**config.mk**
```make
export PLATFORM = sky130hd
export DESIGN_NAME = mlfq_thread_scheduler
export DESIGN_NICKNAME = d
export VERILOG_FILES = /design/src/design/mlfq_pkg.sv /design/src/design/mlfq_dp.sv /design/src/design/mlfq_ctrl.sv /design/src/design/mlfq_thread_scheduler.sv
export SDC_FILE = /design/constraint.sdc
export NUM_CORES = 2
export LEC_CHECK = 0
export BUFFER_PORTS_ARGS = -buffer_cell sky130_fd_sc_hd__buf_2
export CAP_MARGIN = 20
export CORE_ASPECT_RATIO = 1.75
export CORE_UTILIZATION = 49
export DETAILED_ROUTE_END_ITERATION = 8
export GPL_ROUTABILITY_DRIVEN = 0
export HOLD_SLACK_MARGIN = 0.15
export PLACE_DENSITY = 0.67
export SLEW_MARGIN = 20
export SYNTH_ARGS = -nofsm -noshare
export SYNTH_HDL_FRONTEND = slang
export SYNTH_HIERARCHICAL = 1
export SYNTH_SLANG_ARGS = --single-unit
```
**constraint.sdc**
```tcl
create_clock -name clk -period 6.28 [get_ports clk]
set_input_delay 0.628 -clock clk [delete_from_list [all_inputs] [get_ports clk]]
set_output_delay 0.628 -clock clk [all_outputs]
set_load 0.05 [all_outputs]
```
**src/design/mlfq_pkg.sv**
```systemverilog
// ----------------------------------------------------------------------------
// mlfq_pkg
// Shared constants, command codes and control structs for the scheduler.
// ----------------------------------------------------------------------------
package mlfq_pkg;

	localparam int MAX_THREADS_DEF = 16;
	localparam int NUM_LEVELS_DEF  = 4;

	localparam int OP_W    = 3;
	localparam int ID_W    = 4;
	localparam int EL_W    = 16;
	localparam int RSN_W   = 2;
	localparam int STS_W   = 2;
	localparam int SLICE_W = 12;
	localparam int CFG_W   = 10;
	localparam int CIDX_W  = 1;

	localparam logic [OP_W-1:0] OP_CREATE = 3'd0;
	localparam logic [OP_W-1:0] OP_SWITCH = 3'd1;
	localparam logic [OP_W-1:0] OP_EXIT   = 3'd2;
	localparam logic [OP_W-1:0] OP_BLOCK  = 3'd3;
	localparam logic [OP_W-1:0] OP_READY  = 3'd4;
	localparam logic [OP_W-1:0] OP_BOOST  = 3'd5;

	localparam logic [1:0] TS_READY   = 2'd0;
	localparam logic [1:0] TS_RUNNING = 2'd1;
	localparam logic [1:0] TS_BLOCKED = 2'd2;

	localparam logic [RSN_W-1:0] RSN_BLOCKED = 2'd2;

	localparam logic [STS_W-1:0] STS_OK   = 2'd0;
	localparam logic [STS_W-1:0] STS_NONE = 2'd1;
	localparam logic [STS_W-1:0] STS_BAD  = 2'd2;

	localparam logic [CIDX_W-1:0] CFG_BASE = 1'd0;
	localparam logic [CIDX_W-1:0] CFG_STEP = 1'd1;

	localparam logic [CFG_W-1:0] BASE_RST = 10'd5;
	localparam logic [CFG_W-1:0] STEP_RST = 10'd5;

	localparam logic [SLICE_W-1:0] SLICE_MAX = 12'd4095;

	localparam int CMD_W = 4;
	localparam logic [CMD_W-1:0] C_NOP    = 4'd0;
	localparam logic [CMD_W-1:0] C_LATCH  = 4'd1;
	localparam logic [CMD_W-1:0] C_CREATE = 4'd2;
	localparam logic [CMD_W-1:0] C_BLOCK  = 4'd3;
	localparam logic [CMD_W-1:0] C_READY  = 4'd4;
	localparam logic [CMD_W-1:0] C_EXIT   = 4'd5;
	localparam logic [CMD_W-1:0] C_CHARGE = 4'd6;
	localparam logic [CMD_W-1:0] C_DEMOTE = 4'd7;
	localparam logic [CMD_W-1:0] C_PUSH   = 4'd8;
	localparam logic [CMD_W-1:0] C_SCAN   = 4'd9;
	localparam logic [CMD_W-1:0] C_SELECT = 4'd10;
	localparam logic [CMD_W-1:0] C_ROTATE = 4'd11;
	localparam logic [CMD_W-1:0] C_BOOST  = 4'd12;
	localparam logic [CMD_W-1:0] C_BCLR   = 4'd13;

	typedef struct packed {
		logic [CMD_W-1:0] cmd;
	} ctl_t;

	typedef struct packed {
		logic run_v;
		logic scan_last;
		logic none_found;
		logic head_blk;
		logic boost_last;
	} sts_t;

	// base + lvl * step, saturated
	function automatic logic [SLICE_W-1:0] level_slice(input logic [CFG_W-1:0] base,
		input logic [CFG_W-1:0] step, input logic [3:0] lvl);
		logic [14:0] s;
		s = 15'(base) + 15'(lvl) * 15'(step);
		if (s > 15'(SLICE_MAX))
			return SLICE_MAX;
		return s[SLICE_W-1:0];
	endfunction

endpackage

```
**src/design/mlfq_dp.sv**
```systemverilog
// ----------------------------------------------------------------------------
// mlfq_dp
// Thread table, level FIFOs, scan flags and result registers.
// ----------------------------------------------------------------------------
module mlfq_dp #(
	parameter int MAX_THREADS = mlfq_pkg::MAX_THREADS_DEF,
	parameter int NUM_LEVELS  = mlfq_pkg::NUM_LEVELS_DEF
) (
	input  logic                             clk,
	input  logic                             arst_n,
	input  mlfq_pkg::ctl_t                   ctl,
	output mlfq_pkg::sts_t                   sts,
	input  logic [mlfq_pkg::ID_W-1:0]        thread_id,
	input  logic [mlfq_pkg::EL_W-1:0]        elapsed_ms,
	input  logic [mlfq_pkg::RSN_W-1:0]       leave_reason,
	input  logic                             cfg_we,
	input  logic [mlfq_pkg::CIDX_W-1:0]      cfg_index,
	input  logic [mlfq_pkg::CFG_W-1:0]       cfg_data,
	output logic [mlfq_pkg::STS_W-1:0]       status,
	output logic [mlfq_pkg::ID_W-1:0]        next_thread,
	output logic [mlfq_pkg::SLICE_W-1:0]     slice_ms
);
	localparam int TW = $clog2(MAX_THREADS);
	localparam int LW = $clog2(NUM_LEVELS);

	logic              used_q [MAX_THREADS];
	logic [1:0]        stat_q [MAX_THREADS];
	logic [LW-1:0]     lvl_q  [MAX_THREADS];
	logic [15:0]       time_q [MAX_THREADS];
	logic [TW-1:0]     link_q [MAX_THREADS];
	logic [TW-1:0]     head_q [NUM_LEVELS];
	logic [TW-1:0]     tail_q [NUM_LEVELS];
	logic              lval_q [NUM_LEVELS];
	logic              flag_q [NUM_LEVELS];
	logic [TW-1:0]     run_q;
	logic              run_v_q;
	logic [mlfq_pkg::ID_W-1:0]  id_q;
	logic [mlfq_pkg::EL_W-1:0]  el_q;
	logic [mlfq_pkg::RSN_W-1:0] rsn_q;
	logic [mlfq_pkg::CFG_W-1:0] base_q, step_q;
	logic [TW-1:0]     scan_q;
	logic [LW-1:0]     sel_q;
	logic [LW-1:0]     bl_q;
	logic [16:0]       sum_q;
	logic [mlfq_pkg::STS_W-1:0]   res_sts_q;
	logic [mlfq_pkg::ID_W-1:0]    res_nxt_q;
	logic [mlfq_pkg::SLICE_W-1:0] res_slc_q;

	logic [TW-1:0] idx;
	logic          id_ok;
	logic [TW-1:0] hd;
	logic [LW-1:0] rl;
	logic [LW-1:0] fnd;
	logic          any;
	logic [15:0]   sat;
	logic [7:0]    hd8;

	assign idx   = TW'(id_q);
	assign id_ok = 32'(id_q) < MAX_THREADS;
	assign hd    = head_q[sel_q];
	assign hd8   = 8'(hd);
	assign rl    = lvl_q[run_q];
	assign sat   = sum_q[16] ? 16'hFFFF : sum_q[15:0];

	always_comb begin
		fnd = '0;
		any = 1'b0;
		for (int l = NUM_LEVELS - 1; l >= 0; l--) begin
			if (flag_q[l]) begin
				fnd = LW'(l);
				any = 1'b1;
			end
		end
	end

	assign sts.run_v      = run_v_q;
	assign sts.scan_last  = scan_q == TW'(MAX_THREADS - 1);
	assign sts.none_found = !any;
	assign sts.head_blk   = stat_q[hd] == mlfq_pkg::TS_BLOCKED;
	assign sts.boost_last = bl_q == LW'(NUM_LEVELS - 1);

	assign status      = res_sts_q;
	assign next_thread = res_nxt_q;
	assign slice_ms    = res_slc_q;

	// link store: undefined until written, no reset
	always_ff @(posedge clk) begin
		unique case (ctl.cmd)
			mlfq_pkg::C_CREATE: begin
				if (id_ok && !used_q[idx]) begin
					if (lval_q[0])
						link_q[tail_q[0]] <= idx;
					link_q[idx] <= idx;
				end
			end
			mlfq_pkg::C_PUSH: begin
				if (lval_q[rl])
					link_q[tail_q[rl]] <= run_q;
				link_q[run_q] <= run_q;
			end
			mlfq_pkg::C_ROTATE: begin
				if (stat_q[hd] == mlfq_pkg::TS_BLOCKED && hd != tail_q[sel_q]) begin
					link_q[tail_q[sel_q]] <= hd;
					link_q[hd] <= hd;
				end
			end
			mlfq_pkg::C_BOOST: begin
				if (lval_q[bl_q] && lval_q[0])
					link_q[tail_q[0]] <= head_q[bl_q];
			end
			default: ;
		endcase
	end

	always_ff @(posedge clk) begin
		if (ctl.cmd == mlfq_pkg::C_LATCH) begin
			id_q  <= thread_id;
			el_q  <= elapsed_ms;
			rsn_q <= leave_reason;
		end
		if (ctl.cmd == mlfq_pkg::C_CHARGE)
			sum_q <= 17'(time_q[run_q]) + 17'(el_q);
	end

	always_ff @(posedge clk or negedge arst_n) begin
		if (!arst_n) begin
			for (int i = 0; i < MAX_THREADS; i++) begin
				used_q[i] <= 1'b0;
				stat_q[i] <= mlfq_pkg::TS_READY;
				lvl_q[i]  <= '0;
				time_q[i] <= '0;
			end
			for (int l = 0; l < NUM_LEVELS; l++) begin
				head_q[l] <= '0;
				tail_q[l] <= '0;
				lval_q[l] <= 1'b0;
				flag_q[l] <= 1'b0;
			end
			run_q     <= '0;
			run_v_q   <= 1'b0;
			scan_q    <= '0;
			sel_q     <= '0;
			bl_q      <= '0;
			base_q    <= mlfq_pkg::BASE_RST;
			step_q    <= mlfq_pkg::STEP_RST;
			res_sts_q <= mlfq_pkg::STS_OK;
			res_nxt_q <= '0;
			res_slc_q <= '0;
		end else begin
			if (cfg_we) begin
				unique case (cfg_index)
					mlfq_pkg::CFG_BASE: base_q <= cfg_data;
					mlfq_pkg::CFG_STEP: step_q <= cfg_data;
					default: ;
				endcase
			end
			unique case (ctl.cmd)
				mlfq_pkg::C_LATCH: begin
					res_sts_q <= mlfq_pkg::STS_OK;
					res_nxt_q <= '0;
					res_slc_q <= '0;
					scan_q    <= '0;
					bl_q      <= LW'(1);
					for (int l = 0; l < NUM_LEVELS; l++)
						flag_q[l] <= 1'b0;
				end
				mlfq_pkg::C_CREATE: begin
					if (!id_ok || used_q[idx]) begin
						res_sts_q <= mlfq_pkg::STS_BAD;
					end else begin
						used_q[idx] <= 1'b1;
						stat_q[idx] <= mlfq_pkg::TS_READY;
						lvl_q[idx]  <= '0;
						time_q[idx] <= '0;
						if (!lval_q[0]) begin
							head_q[0] <= idx;
							lval_q[0] <= 1'b1;
						end
						tail_q[0] <= idx;
					end
				end
				mlfq_pkg::C_BLOCK: begin
					if (!id_ok || !used_q[idx])
						res_sts_q <= mlfq_pkg::STS_BAD;
					else
						stat_q[idx] <= mlfq_pkg::TS_BLOCKED;
				end
				mlfq_pkg::C_READY: begin
					if (!id_ok || !used_q[idx])
						res_sts_q <= mlfq_pkg::STS_BAD;
					else if (!(run_v_q && run_q == idx))
						stat_q[idx] <= mlfq_pkg::TS_READY;
				end
				mlfq_pkg::C_EXIT: begin
					if (run_v_q) begin
						used_q[run_q] <= 1'b0;
						stat_q[run_q] <= mlfq_pkg::TS_READY;
						lvl_q[run_q]  <= '0;
						time_q[run_q] <= '0;
						run_v_q       <= 1'b0;
					end
				end
				mlfq_pkg::C_CHARGE: begin
					stat_q[run_q] <= (rsn_q == mlfq_pkg::RSN_BLOCKED) ?
						mlfq_pkg::TS_BLOCKED : mlfq_pkg::TS_READY;
				end
				mlfq_pkg::C_DEMOTE: begin
					if (rl != LW'(NUM_LEVELS - 1) &&
						sat > 16'(mlfq_pkg::level_slice(base_q, step_q, 4'(rl)))) begin
						lvl_q[run_q]  <= rl + 1'b1;
						time_q[run_q] <= '0;
					end else begin
						time_q[run_q] <= sat;
					end
				end
				mlfq_pkg::C_PUSH: begin
					if (!lval_q[rl]) begin
						head_q[rl] <= run_q;
						lval_q[rl] <= 1'b1;
					end
					tail_q[rl] <= run_q;
					run_v_q    <= 1'b0;
				end
				mlfq_pkg::C_SCAN: begin
					if (used_q[scan_q] && stat_q[scan_q] != mlfq_pkg::TS_BLOCKED)
						flag_q[lvl_q[scan_q]] <= 1'b1;
					scan_q <= scan_q + 1'b1;
				end
				mlfq_pkg::C_SELECT: begin
					sel_q <= fnd;
					if (!any) begin
						res_sts_q <= mlfq_pkg::STS_NONE;
						run_v_q   <= 1'b0;
					end
				end
				mlfq_pkg::C_ROTATE: begin
					if (stat_q[hd] == mlfq_pkg::TS_BLOCKED) begin
						if (hd != tail_q[sel_q]) begin
							head_q[sel_q] <= link_q[hd];
							tail_q[sel_q] <= hd;
						end
					end else begin
						if (hd == tail_q[sel_q])
							lval_q[sel_q] <= 1'b0;
						else
							head_q[sel_q] <= link_q[hd];
						stat_q[hd] <= mlfq_pkg::TS_RUNNING;
						run_q      <= hd;
						run_v_q    <= 1'b1;
						res_sts_q  <= mlfq_pkg::STS_OK;
						res_nxt_q  <= hd8[3:0];
						res_slc_q  <= mlfq_pkg::level_slice(base_q, step_q, 4'(sel_q));
					end
				end
				mlfq_pkg::C_BOOST: begin
					// splice this level onto the tail of level 0
					if (lval_q[bl_q]) begin
						if (!lval_q[0]) begin
							head_q[0] <= head_q[bl_q];
							lval_q[0] <= 1'b1;
						end
						tail_q[0]     <= tail_q[bl_q];
						lval_q[bl_q]  <= 1'b0;
					end
					bl_q <= bl_q + 1'b1;
				end
				mlfq_pkg::C_BCLR: begin
					for (int i = 0; i < MAX_THREADS; i++) begin
						if (used_q[i]) begin
							lvl_q[i]  <= '0;
							time_q[i] <= '0;
						end
					end
				end
				default: ;
			endcase
		end
	end

endmodule

```
**src/design/mlfq_ctrl.sv**
```systemverilog
// ----------------------------------------------------------------------------
// mlfq_ctrl
// Sequencer: steps the datapath through each scheduling request.
// ----------------------------------------------------------------------------
module mlfq_ctrl (
	input  logic                      clk,
	input  logic                      arst_n,
	input  logic                      start,
	input  logic [mlfq_pkg::OP_W-1:0] op,
	input  mlfq_pkg::sts_t            sts,
	output mlfq_pkg::ctl_t            ctl,
	output logic                      busy,
	output logic                      done
);
	localparam logic [3:0] S_IDLE   = 4'd0;
	localparam logic [3:0] S_CREATE = 4'd1;
	localparam logic [3:0] S_BLOCK  = 4'd2;
	localparam logic [3:0] S_READY  = 4'd3;
	localparam logic [3:0] S_EXIT   = 4'd4;
	localparam logic [3:0] S_CHARGE = 4'd5;
	localparam logic [3:0] S_DEMOTE = 4'd6;
	localparam logic [3:0] S_PUSH   = 4'd7;
	localparam logic [3:0] S_SCAN   = 4'd8;
	localparam logic [3:0] S_SELECT = 4'd9;
	localparam logic [3:0] S_ROTATE = 4'd10;
	localparam logic [3:0] S_BOOST  = 4'd11;
	localparam logic [3:0] S_BCLR   = 4'd12;
	localparam logic [3:0] S_DONE   = 4'd13;

	logic [3:0] state_q, nxt;

	assign busy = state_q != S_IDLE;
	assign done = state_q == S_DONE;

	always_comb begin
		nxt     = state_q;
		ctl.cmd = mlfq_pkg::C_NOP;
		unique case (state_q)
			S_IDLE: begin
				if (start) begin
					ctl.cmd = mlfq_pkg::C_LATCH;
					unique case (op)
						mlfq_pkg::OP_CREATE: nxt = S_CREATE;
						mlfq_pkg::OP_SWITCH: nxt = sts.run_v ? S_CHARGE : S_SCAN;
						mlfq_pkg::OP_EXIT:   nxt = S_EXIT;
						mlfq_pkg::OP_BLOCK:  nxt = S_BLOCK;
						mlfq_pkg::OP_READY:  nxt = S_READY;
						mlfq_pkg::OP_BOOST:  nxt = S_BOOST;
						default:             nxt = S_DONE;
					endcase
				end
			end
			S_CREATE: begin ctl.cmd = mlfq_pkg::C_CREATE; nxt = S_DONE; end
			S_BLOCK:  begin ctl.cmd = mlfq_pkg::C_BLOCK;  nxt = S_DONE; end
			S_READY:  begin ctl.cmd = mlfq_pkg::C_READY;  nxt = S_DONE; end
			S_EXIT:   begin ctl.cmd = mlfq_pkg::C_EXIT;   nxt = S_SCAN; end
			S_CHARGE: begin ctl.cmd = mlfq_pkg::C_CHARGE; nxt = S_DEMOTE; end
			S_DEMOTE: begin ctl.cmd = mlfq_pkg::C_DEMOTE; nxt = S_PUSH; end
			S_PUSH:   begin ctl.cmd = mlfq_pkg::C_PUSH;   nxt = S_SCAN; end
			S_SCAN: begin
				ctl.cmd = mlfq_pkg::C_SCAN;
				if (sts.scan_last)
					nxt = S_SELECT;
			end
			S_SELECT: begin
				ctl.cmd = mlfq_pkg::C_SELECT;
				nxt = sts.none_found ? S_DONE : S_ROTATE;
			end
			S_ROTATE: begin
				ctl.cmd = mlfq_pkg::C_ROTATE;
				if (!sts.head_blk)
					nxt = S_DONE;
			end
			S_BOOST: begin
				ctl.cmd = mlfq_pkg::C_BOOST;
				if (sts.boost_last)
					nxt = S_BCLR;
			end
			S_BCLR: begin ctl.cmd = mlfq_pkg::C_BCLR; nxt = S_DONE; end
			S_DONE: nxt = S_IDLE;
			default: nxt = S_IDLE;
		endcase
	end

	always_ff @(posedge clk or negedge arst_n) begin
		if (!arst_n)
			state_q <= S_IDLE;
		else
			state_q <= nxt;
	end

endmodule

```
**src/design/mlfq_thread_scheduler.sv**
```systemverilog
// ----------------------------------------------------------------------------
// mlfq_thread_scheduler
// Multilevel feedback queue scheduler over a table of thread slots.
// ----------------------------------------------------------------------------
// Usage:
//  - Request channel: drive op, thread_id, elapsed_ms and leave_reason with
//    start high; the request is taken on an edge where busy is low.
//  - One result per request: status, next_thread and slice_ms are shown for
//    a single cycle with done high. The receiver cannot stall, so the result
//    must be captured in that cycle.
//  - Config channel: cfg_valid/cfg_ready with cfg_index (0 base slice,
//    1 slice step) and cfg_data. cfg_ready is always high; write only idle.
// Steps per request (request edge to done cycle):
//  - create, block, make ready: the op's own step, then done; unused ops: done.
//  - boost: one level spliced per cycle, then the level clear step and done.
//  - switch out / exit: charge, demote and requeue of the running thread
//    (exit frees it instead; a switch with nothing running skips these), then
//    the thread scan, one slot a cycle, then select, a rotate step per blocked
//    thread, a step to take the picked thread (none if nothing runs), and done.
// Reset: all slots free, every level empty, nothing running, slices 5/5 ms.
//  The link store holds no reset; a link is always written before it is read.
// ----------------------------------------------------------------------------
module mlfq_thread_scheduler #(
	parameter int MAX_THREADS = mlfq_pkg::MAX_THREADS_DEF,
	parameter int NUM_LEVELS  = mlfq_pkg::NUM_LEVELS_DEF
) (
	input  logic                          clk,
	input  logic                          arst_n,
	input  logic                          start,
	output logic                          busy,
	input  logic [mlfq_pkg::OP_W-1:0]     op,
	input  logic [mlfq_pkg::ID_W-1:0]     thread_id,
	input  logic [mlfq_pkg::EL_W-1:0]     elapsed_ms,
	input  logic [mlfq_pkg::RSN_W-1:0]    leave_reason,
	input  logic                          cfg_valid,
	output logic                          cfg_ready,
	input  logic [mlfq_pkg::CIDX_W-1:0]   cfg_index,
	input  logic [mlfq_pkg::CFG_W-1:0]    cfg_data,
	output logic                          done,
	output logic [mlfq_pkg::STS_W-1:0]    status,
	output logic [mlfq_pkg::ID_W-1:0]     next_thread,
	output logic [mlfq_pkg::SLICE_W-1:0]  slice_ms
);
	mlfq_pkg::ctl_t ctl;
	mlfq_pkg::sts_t sts;

	// config is to be written only while idle (the block does not enforce it), so no back-pressure is needed
	assign cfg_ready = 1'b1;

	mlfq_ctrl u_ctrl (
		.clk    (clk),
		.arst_n (arst_n),
		.start  (start),
		.op     (op),
		.sts    (sts),
		.ctl    (ctl),
		.busy   (busy),
		.done   (done)
	);

	mlfq_dp #(
		.MAX_THREADS (MAX_THREADS),
		.NUM_LEVELS  (NUM_LEVELS)
	) u_dp (
		.clk          (clk),
		.arst_n       (arst_n),
		.ctl          (ctl),
		.sts          (sts),
		.thread_id    (thread_id),
		.elapsed_ms   (elapsed_ms),
		.leave_reason (leave_reason),
		.cfg_we       (cfg_valid && cfg_ready),
		.cfg_index    (cfg_index),
		.cfg_data     (cfg_data),
		.status       (status),
		.next_thread  (next_thread),
		.slice_ms     (slice_ms)
	);

endmodule

```
* Word-level counts from Yosys, hierarchy flattened
Memories as Yosys holds them, arrays and structs flattened.
Cells that the tools add are included.
** Word-level totals
- Register bits after elaboration :: 470
- Bits in writable memories :: 64
- Input port bits :: 40
- Output and inout bits :: 21
- Word-level logic and storage cells :: 547
- Memories kept :: 1
** Memory list
- u_dp.link_q :: depth 16, bits a word 4, rd ports 1, clocked after Yosys merged registers in 0, write ports 2, RTL line mlfq_dp.sv:30 : logic [TW-1:0] link_q [MAX_THREADS];
** Operators by class
- Add/sub/neg operators :: 6
- Multipliers :: 2
- $lt $le $gt $ge :: 18
- Eq/ne operators :: 80
- Multiplexer cells :: 227
- Bitwise gates (word level) :: 36
- Reductions and logical operators :: 82
** Operators with widths (count)
- $pmux 256 s4 :: 1
- $mux 256 :: 3
- $and 256x256->256 :: 2
- $not 256->256 :: 2
- $mux 16 :: 29
- $mux 32 :: 9
- $bwmux 256 :: 1
- $pmux 32 s6 :: 1
- $mux 4 :: 38
- $and 32x32->32 :: 4
- $demux 16 s4 :: 2
- $pmux 32 s4 :: 1
- $reduce_and 5->1 :: 19
- $mux 12 :: 6
- $mux 2 :: 36
- $pmux 12 s2 :: 3
- $reduce_and 4->1 :: 18
- $bmux 16 s4 :: 1
- $bwmux 16 :: 4
- $bwmux 32 :: 2
- $not 32->32 :: 2
- $eq 4x4->1 const B :: 13
- $pmux 4 s13 :: 1
- $mux 1 :: 51
- other kinds (68) :: 202

* Logic depth before layout (Yosys ltp)
- Depth in word-level cells :: 15
- Gate-level depth with buffers :: 31
- Depth with buffers taken out :: 25

* Cells and area by module
The synthesis kept the hierarchy.
** Modules (own cells, without submodules)
- mlfq_dp :: times used 1, cells each 2850, area each 29059.1 sq um, sequential area each 13783.2 sq um
- mlfq_ctrl :: times used 1, cells each 68, area each 501.7 sq um, sequential area each 100.1 sq um
- mlfq_thread_scheduler :: times used 1, cells each 2, area each 11.3 sq um, sequential area each 0.0 sq um

* Least setup slack after synthesis
Ideal clock, no wire load.
- Kind :: reg2reg
- Start point :: register u_dp.run_q[2]
- End point :: register u_dp/lvl_q[4] in the netlist's numbering
- Setup time :: 0.084 ns
- Arrival time :: 6.169 ns
- Data required time :: 6.196 ns
- Path slack :: 0.026 ns
- Stages on the path, launching flop included :: 32
- Path buffers :: 6
- Clock period less this slack :: 6.254 ns
- Path through :: dfrtp_1 -> buf_2 -> mux4_2 -> mux2i_1 -> mux2i_1 -> buf_2 -> clkbuf_1 -> nand2_1 -> fa_1 -> inv_1 -> ha_1 -> fa_1 -> a21o_1 -> a21oi_1 -> o21bai_1 -> a21oi_1 -> nor2b_1 -> o21a_1 -> o21ai_0 -> nand2b_1 -> a21oi_1 -> ha_1 -> a21oi_1 -> nand2_1 -> nor2_1 -> a211oi_1 -> nor2_1 -> clkbuf_1 -> clkbuf_1 -> clkbuf_1 -> o21ai_0 -> o21ai_0
** Between the ends
- Longest elaborated chain between the ends :: 15
- Elaborated cells between the ends (all ways) :: 28
- Those cells by class :: add/sub (2); mul (1); order compare (4); eq/ne (2); mux (13); bitwise (3); reduce/logical (3)
** RTL lines
- from (decl) :: RTL line mlfq_dp.sv:35 : logic [TW-1:0] run_q;
- from (signal assigned) :: RTL line mlfq_dp.sv:139 : run_q <= '0;
- from (signal assigned) :: RTL line mlfq_dp.sv:248 : run_q <= hd;
- $not 4->5 (not written as such) * :: RTL line mlfq_dp.sv:62, mlfq_dp.sv:198, mlfq_dp.sv:210
- $bmux 2 s4 :: RTL line mlfq_dp.sv:62 : assign rl = lvl_q[run_q];
- $mux 2 (not written as such) (2 in a row) :: RTL line mlfq_dp.sv:62
- $mul 2x10->12 :: RTL line mlfq_pkg.sv:76 : s = 15'(base) + 15'(lvl) * 15'(step);
- $add 10x12->13 :: RTL line mlfq_pkg.sv:76
- $gt 15x12->1 :: RTL line mlfq_pkg.sv:77 : if (s > 15'(SLICE_MAX))
- $mux 1 :: RTL line mlfq_pkg.sv:77
- $mux 1 :: RTL line mlfq_dp.sv:157 : unique case (ctl.cmd)
- $mux 12 :: RTL line mlfq_pkg.sv:79 : return s[SLICE_W-1:0];
- $mux 12 :: RTL line mlfq_dp.sv:157
- $gt 16x12->1 :: RTL line mlfq_dp.sv:209 : sat > 16'(mlfq_pkg::level_slice(base_q, step_q, 4'(rl)))) begin
- $logic_and 1x1->1 :: RTL line mlfq_dp.sv:208 : if (rl != LW'(NUM_LEVELS - 1) &&
- $ne 2x1->1 (no source line)
- $reduce_and 5->1 (no source line)
- to (signal, indexed assignment) :: RTL line mlfq_dp.sv:210 : lvl_q[run_q] <= rl + 1'b1;
- to (decl) :: RTL line mlfq_dp.sv:28 : logic [LW-1:0] lvl_q [MAX_THREADS];
Mark *: on every way between the ends. The rest lies on a longest branch, timed or not. The select of a mux whose other input is x is not followed.
A chain may end at the register's enable or synchronous reset.

* Worst setup path in the final report
- Start point :: register u_dp.run_q[0]
- End point :: register u_dp/time_q[191] in the netlist's numbering
** Between the ends
- Longest elaborated chain between the ends :: 15
- Elaborated cells between the ends (all ways) :: 25
- Those cells by class :: add/sub (1); mul (1); order compare (4); eq/ne (1); mux (13); bitwise (3); reduce/logical (2)
** RTL lines
- $not 4->5 (not written as such) *
- $bmux 2 s4 :: RTL line mlfq_dp.sv:62
- $mux 2 (not written as such) (2 in a row) :: RTL line mlfq_dp.sv:62
- $mul 2x10->12 :: RTL line mlfq_pkg.sv:76
- $add 10x12->13 :: RTL line mlfq_pkg.sv:76
- $gt 15x12->1 :: RTL line mlfq_pkg.sv:77
- $mux 1 :: RTL line mlfq_pkg.sv:77
- $mux 1 :: RTL line mlfq_dp.sv:157
- $mux 12 :: RTL line mlfq_pkg.sv:79
- $mux 12 :: RTL line mlfq_dp.sv:157
- $gt 16x12->1 :: RTL line mlfq_dp.sv:209
- $logic_and 1x1->1 :: RTL line mlfq_dp.sv:208
- $mux 256 :: RTL line mlfq_dp.sv:208
- $pmux 256 s4 * :: RTL line mlfq_dp.sv:157
- to (signal, indexed assignment) :: RTL line mlfq_dp.sv:213 : time_q[run_q] <= sat;
- to (decl) :: RTL line mlfq_dp.sv:29 : logic [15:0] time_q [MAX_THREADS];
Marked as above.

==> results.json <==
{
  "drt_iter0_drc": 3092,
  "violations": "DRC",
  "cts.clk_slew.worst_paths_ns": 0.07,
  "hold_violations": 0,
  "tns_ns": 0,
  "vdd_drop_max_mv": 0.243,
  "start_util_pct": 49.8,
  "p_per_area_nw_per_um2": 437,
  "postLayoutCoreUtil_pct": 55.3,
  "synth_seq_area_share_pct": 46.9,
  "synth_top_family_by_area": "compound AO/OA/AOI/OAI gates",
  "multi_input_comb_area_um2": 14700,
  "maxCapViolations": 0,
  "drc": 2,
  "synth_simple_gate_area_share_pct": 12.8,
  "synth_warnings": 6,
  "yosysUniqueCellTypes": 86,
  "dp.cells": 3634,
  "htree_levels": 2,
  "gr-total-overflow": 0,
  "die_height_um": 327,
  "syn_area_per_cell_um2": 10.1,
  "fin_hold_ws_ns": 0.156,
  "vias": 25500,
  "clk_latency_ns": 0.65,
  "cp.required_ns": 6.79,
  "grt_util_all_layers_pct": 35.2,
  "worstMarginPinSlew_ns": 1.22,
  "grt_pass1_wl_um": 162000,
  "cts_tree": "built",
  "layout-drive-gt1-share_pct": 16.3,
  "leakage_uw": 0.0135,
  "met2_usage_pct": 59.1,
  "final_nets": 3032,
  "reg2regPathDepth": 28,
  "clock.fmax_mhz": 169,
  "worstSetupEndpointType": "register",
  "stdcell_count": 3735,
  "clk_root_buffer_cell": "clkbuf_16",
  "synth_nets": 3040,
  "grt_max_degree": 179,
  "clk_path_buf_depth": 3,
  "post_drt_wl_per_cell_um": 28.8,
  "nFillCells": 5197,
  "yosys.area_share.xor_xnor_pct": 1.07,
  "fin_skew_ns": 0.0331,
  "numCtsBuffers": 51,
  "rsz0062_at_grt": "false",
  "finalCritPeriodShare_pct": 94.0,
  "met1_usage_pct": 37.1,
  "wl_um": 108000,
  "holdPathStages": 1,
  "post_synth_inst_count": 2920,
  "drt_first_pass_iters": 9,
  "cpPeakStageDelay_ns": 0.54,
  "die-width_um": 188,
  "pin_count": 61,
  "synth_area_um2": 29600,
  "setup_viol": 0,
  "cts.sinks": 534,
  "final_max_slew_viol_count": 0,
  "grt_util_met3_pct": 7.80,
  "reg2reg_slack_ns": 0.38,
  "synth_flop_cell": "dfrtp_1",
  "slowest_stage": "mux4_2",
  "synth_compound_area_share_pct": 19.1,
  "seqCellArea_um2": 13900,
  "hold_path.class": "in -> reg",
  "port_buffers": 59,
  "synthAdderAreaFrac_pct": 3.92,
  "status": "finished, violations left",
  "antenna_left": 0,
  "slew_headroom_pct": 18.3,
  "die_area_um2": 61400,
  "grt_pass1_vias": 26300,
  "layout.cells.most_common": "o21ai_0",
  "synth_edf_count": 103,
  "core_um2": 59400,
  "path_max_fanout": 26,
  "vias_per_cell": 6.82,
  "period_needed_ns": 5.90,
  "crit_arrival_ns": 6.41,
  "area_growth_pct": 11.0,
  "startpoint_type": "register",
  "antenna_found_initial": 4,
  "hpwlAfterDp_um": 72200,
  "synthArstFlopShare_pct": 80.7,
  "crit_type": "reg -> reg",
  "layout_common_cells": "o21ai_0 (451), nand2_1 (445), dfrtp_1 (423)",
  "grt-busiest-layer": "met2",
  "num_rows": 118,
  "ys_ff_latch": 534,
  "synthMuxAreaShare_pct": 11.9
}
## path summary, 6_finish.rpt
check	startpoint	end
min	elapsed_ms[4]	u_dp/el_q[4]$_DFFE_PP_
min reg2reg	u_dp/time_q[92]$_DFFE_PN0P_	u_dp/time_q[92]$_DFFE_PN0P_
max reg2reg	u_dp/run_q[0]$_DFFE_PN0P_	u_dp/time_q[191]$_DFFE_PN0P_
max in group asynchronous	arst_n	u_dp/stat_q[23]$_DFFE_PN0P_
max	u_dp/run_q[0]$_DFFE_PN0P_	u_dp/time_q[191]$_DFFE_PN0P_
min in group asynchronous	arst_n	u_dp/time_q[196]$_DFFE_PN0P_
## layer usage
layer | vias to the layer above | share of wire, %
li1 | 10600 | -
met1 | 12500 | 32
met2 | 1693 | 49
met3 | 590 | 8.8
met4 | 6 | 10
met5 | - | 0.039
## worst max-delay path: cells and delay by family, from the launching register on
kind / cells / cell delay [ns]
DFF: 1 / 0.49
xor gates and xnor gates: 1 / 0.19
AOI/OAI and AO/OA: 13 / 2.13
muxes: 1 / 0.54
and+or+nand+nor: 6 / 0.84
adders and majority gates: 3 / 0.90
buffers and inverters: 4 / 0.72
## layout make-up
class,count,area share [%]
Tap cell,780,2.97
Clock inverter,26,0.965
Clock buffer,68,4.30
Timing Repair Buffer,163,3.63
Multi-Input combinational cell,2078,44.8
Inverter,84,0.961
Antenna cell,2,0.0153
Sequential cell,534,42.3
## report_power, final
part	internal (µW)	total [µW]	leakage (µW)	switching (µW)
sequential	4050	4510	0.00681	464
combinational	1990	6530	0.00587	4540
clock	1840	3290	0.000849	1450
## synth_stat cells (all sizes together) (46+ instances only)
cell / instances / share of area (%)
a21oi: 95 / 1.7
a22o: 70 / 2.1
buf: 70 / 1.3
clkbuf: 154 / 2.0
dfrtp: 427 / 36
edfxtp: 103 / 10
ha: 59 / 2.5
inv: 82 / 1.0
mux2i: 46 / 1.6
mux4: 127 / 9.7
nand2: 462 / 5.9
nand3: 49 / 0.83
nor2: 185 / 2.4
o21ai: 463 / 7.9
## through the flow
| step | total power (µW) | instance area [µm²] | worst slack, ns |
|---|---|---|---|
| global placement | 10600 | 30900 | -0.126 |
| floorplan | 8620 | 29600 | 0.0261 |
| finish | 14300 | 32800 | 0.380 |
| global route | 14800 | 32800 | 0.00404 |
| detailed placement | 10800 | 30900 | -0.277 |
| CTS | 14000 | 32700 | 0.0382 |
## what timing repair did
item	4_1_cts	5_1_grt
cloned	0	1
endpoints found under the setup margin	278	288
pin swaps	0	1
hold buffers	1	2
setup buffers	0	1
endpoints found under the hold margin	83	2
resized for setup	1	28
## logic make-up after synthesis
logic type               Yosys count
XOR/XNOR                          36
adder cells (fa/ha/maj)           80
buffers and inverters            308
multiplexers                     190
AND/OR/NAND/NOR                  871
other                              1
AO/OA/AOI/OAI                    900
flip-flops                       534
## sequential cells by signal (all words and copies together) (netlist names)
name and count:
u_dp/run_q 4, u_dp/head_q 16, u_dp/sel_q 2, u_ctrl/state_q 4, u_dp/slice_ms 12, u_dp/link_q 64, u_dp/flag_q 4, u_dp/scan_q 4
u_dp/step_q 10, u_dp/time_q 256, u_dp/stat_q 32, u_dp/run_v_q 1, u_dp/lval_q 4, u_dp/base_q 10, u_dp/sum_q 17, u_dp/id_q 4
u_dp/tail_q 16, u_dp/rsn_q 2, u_dp/el_q 16, u_dp/status 2, u_dp/used_q 16, u_dp/lvl_q 32, u_dp/bl_q 2, u_dp/next_thread 4
Note: power is estimated with default switching activity, not from simulation.
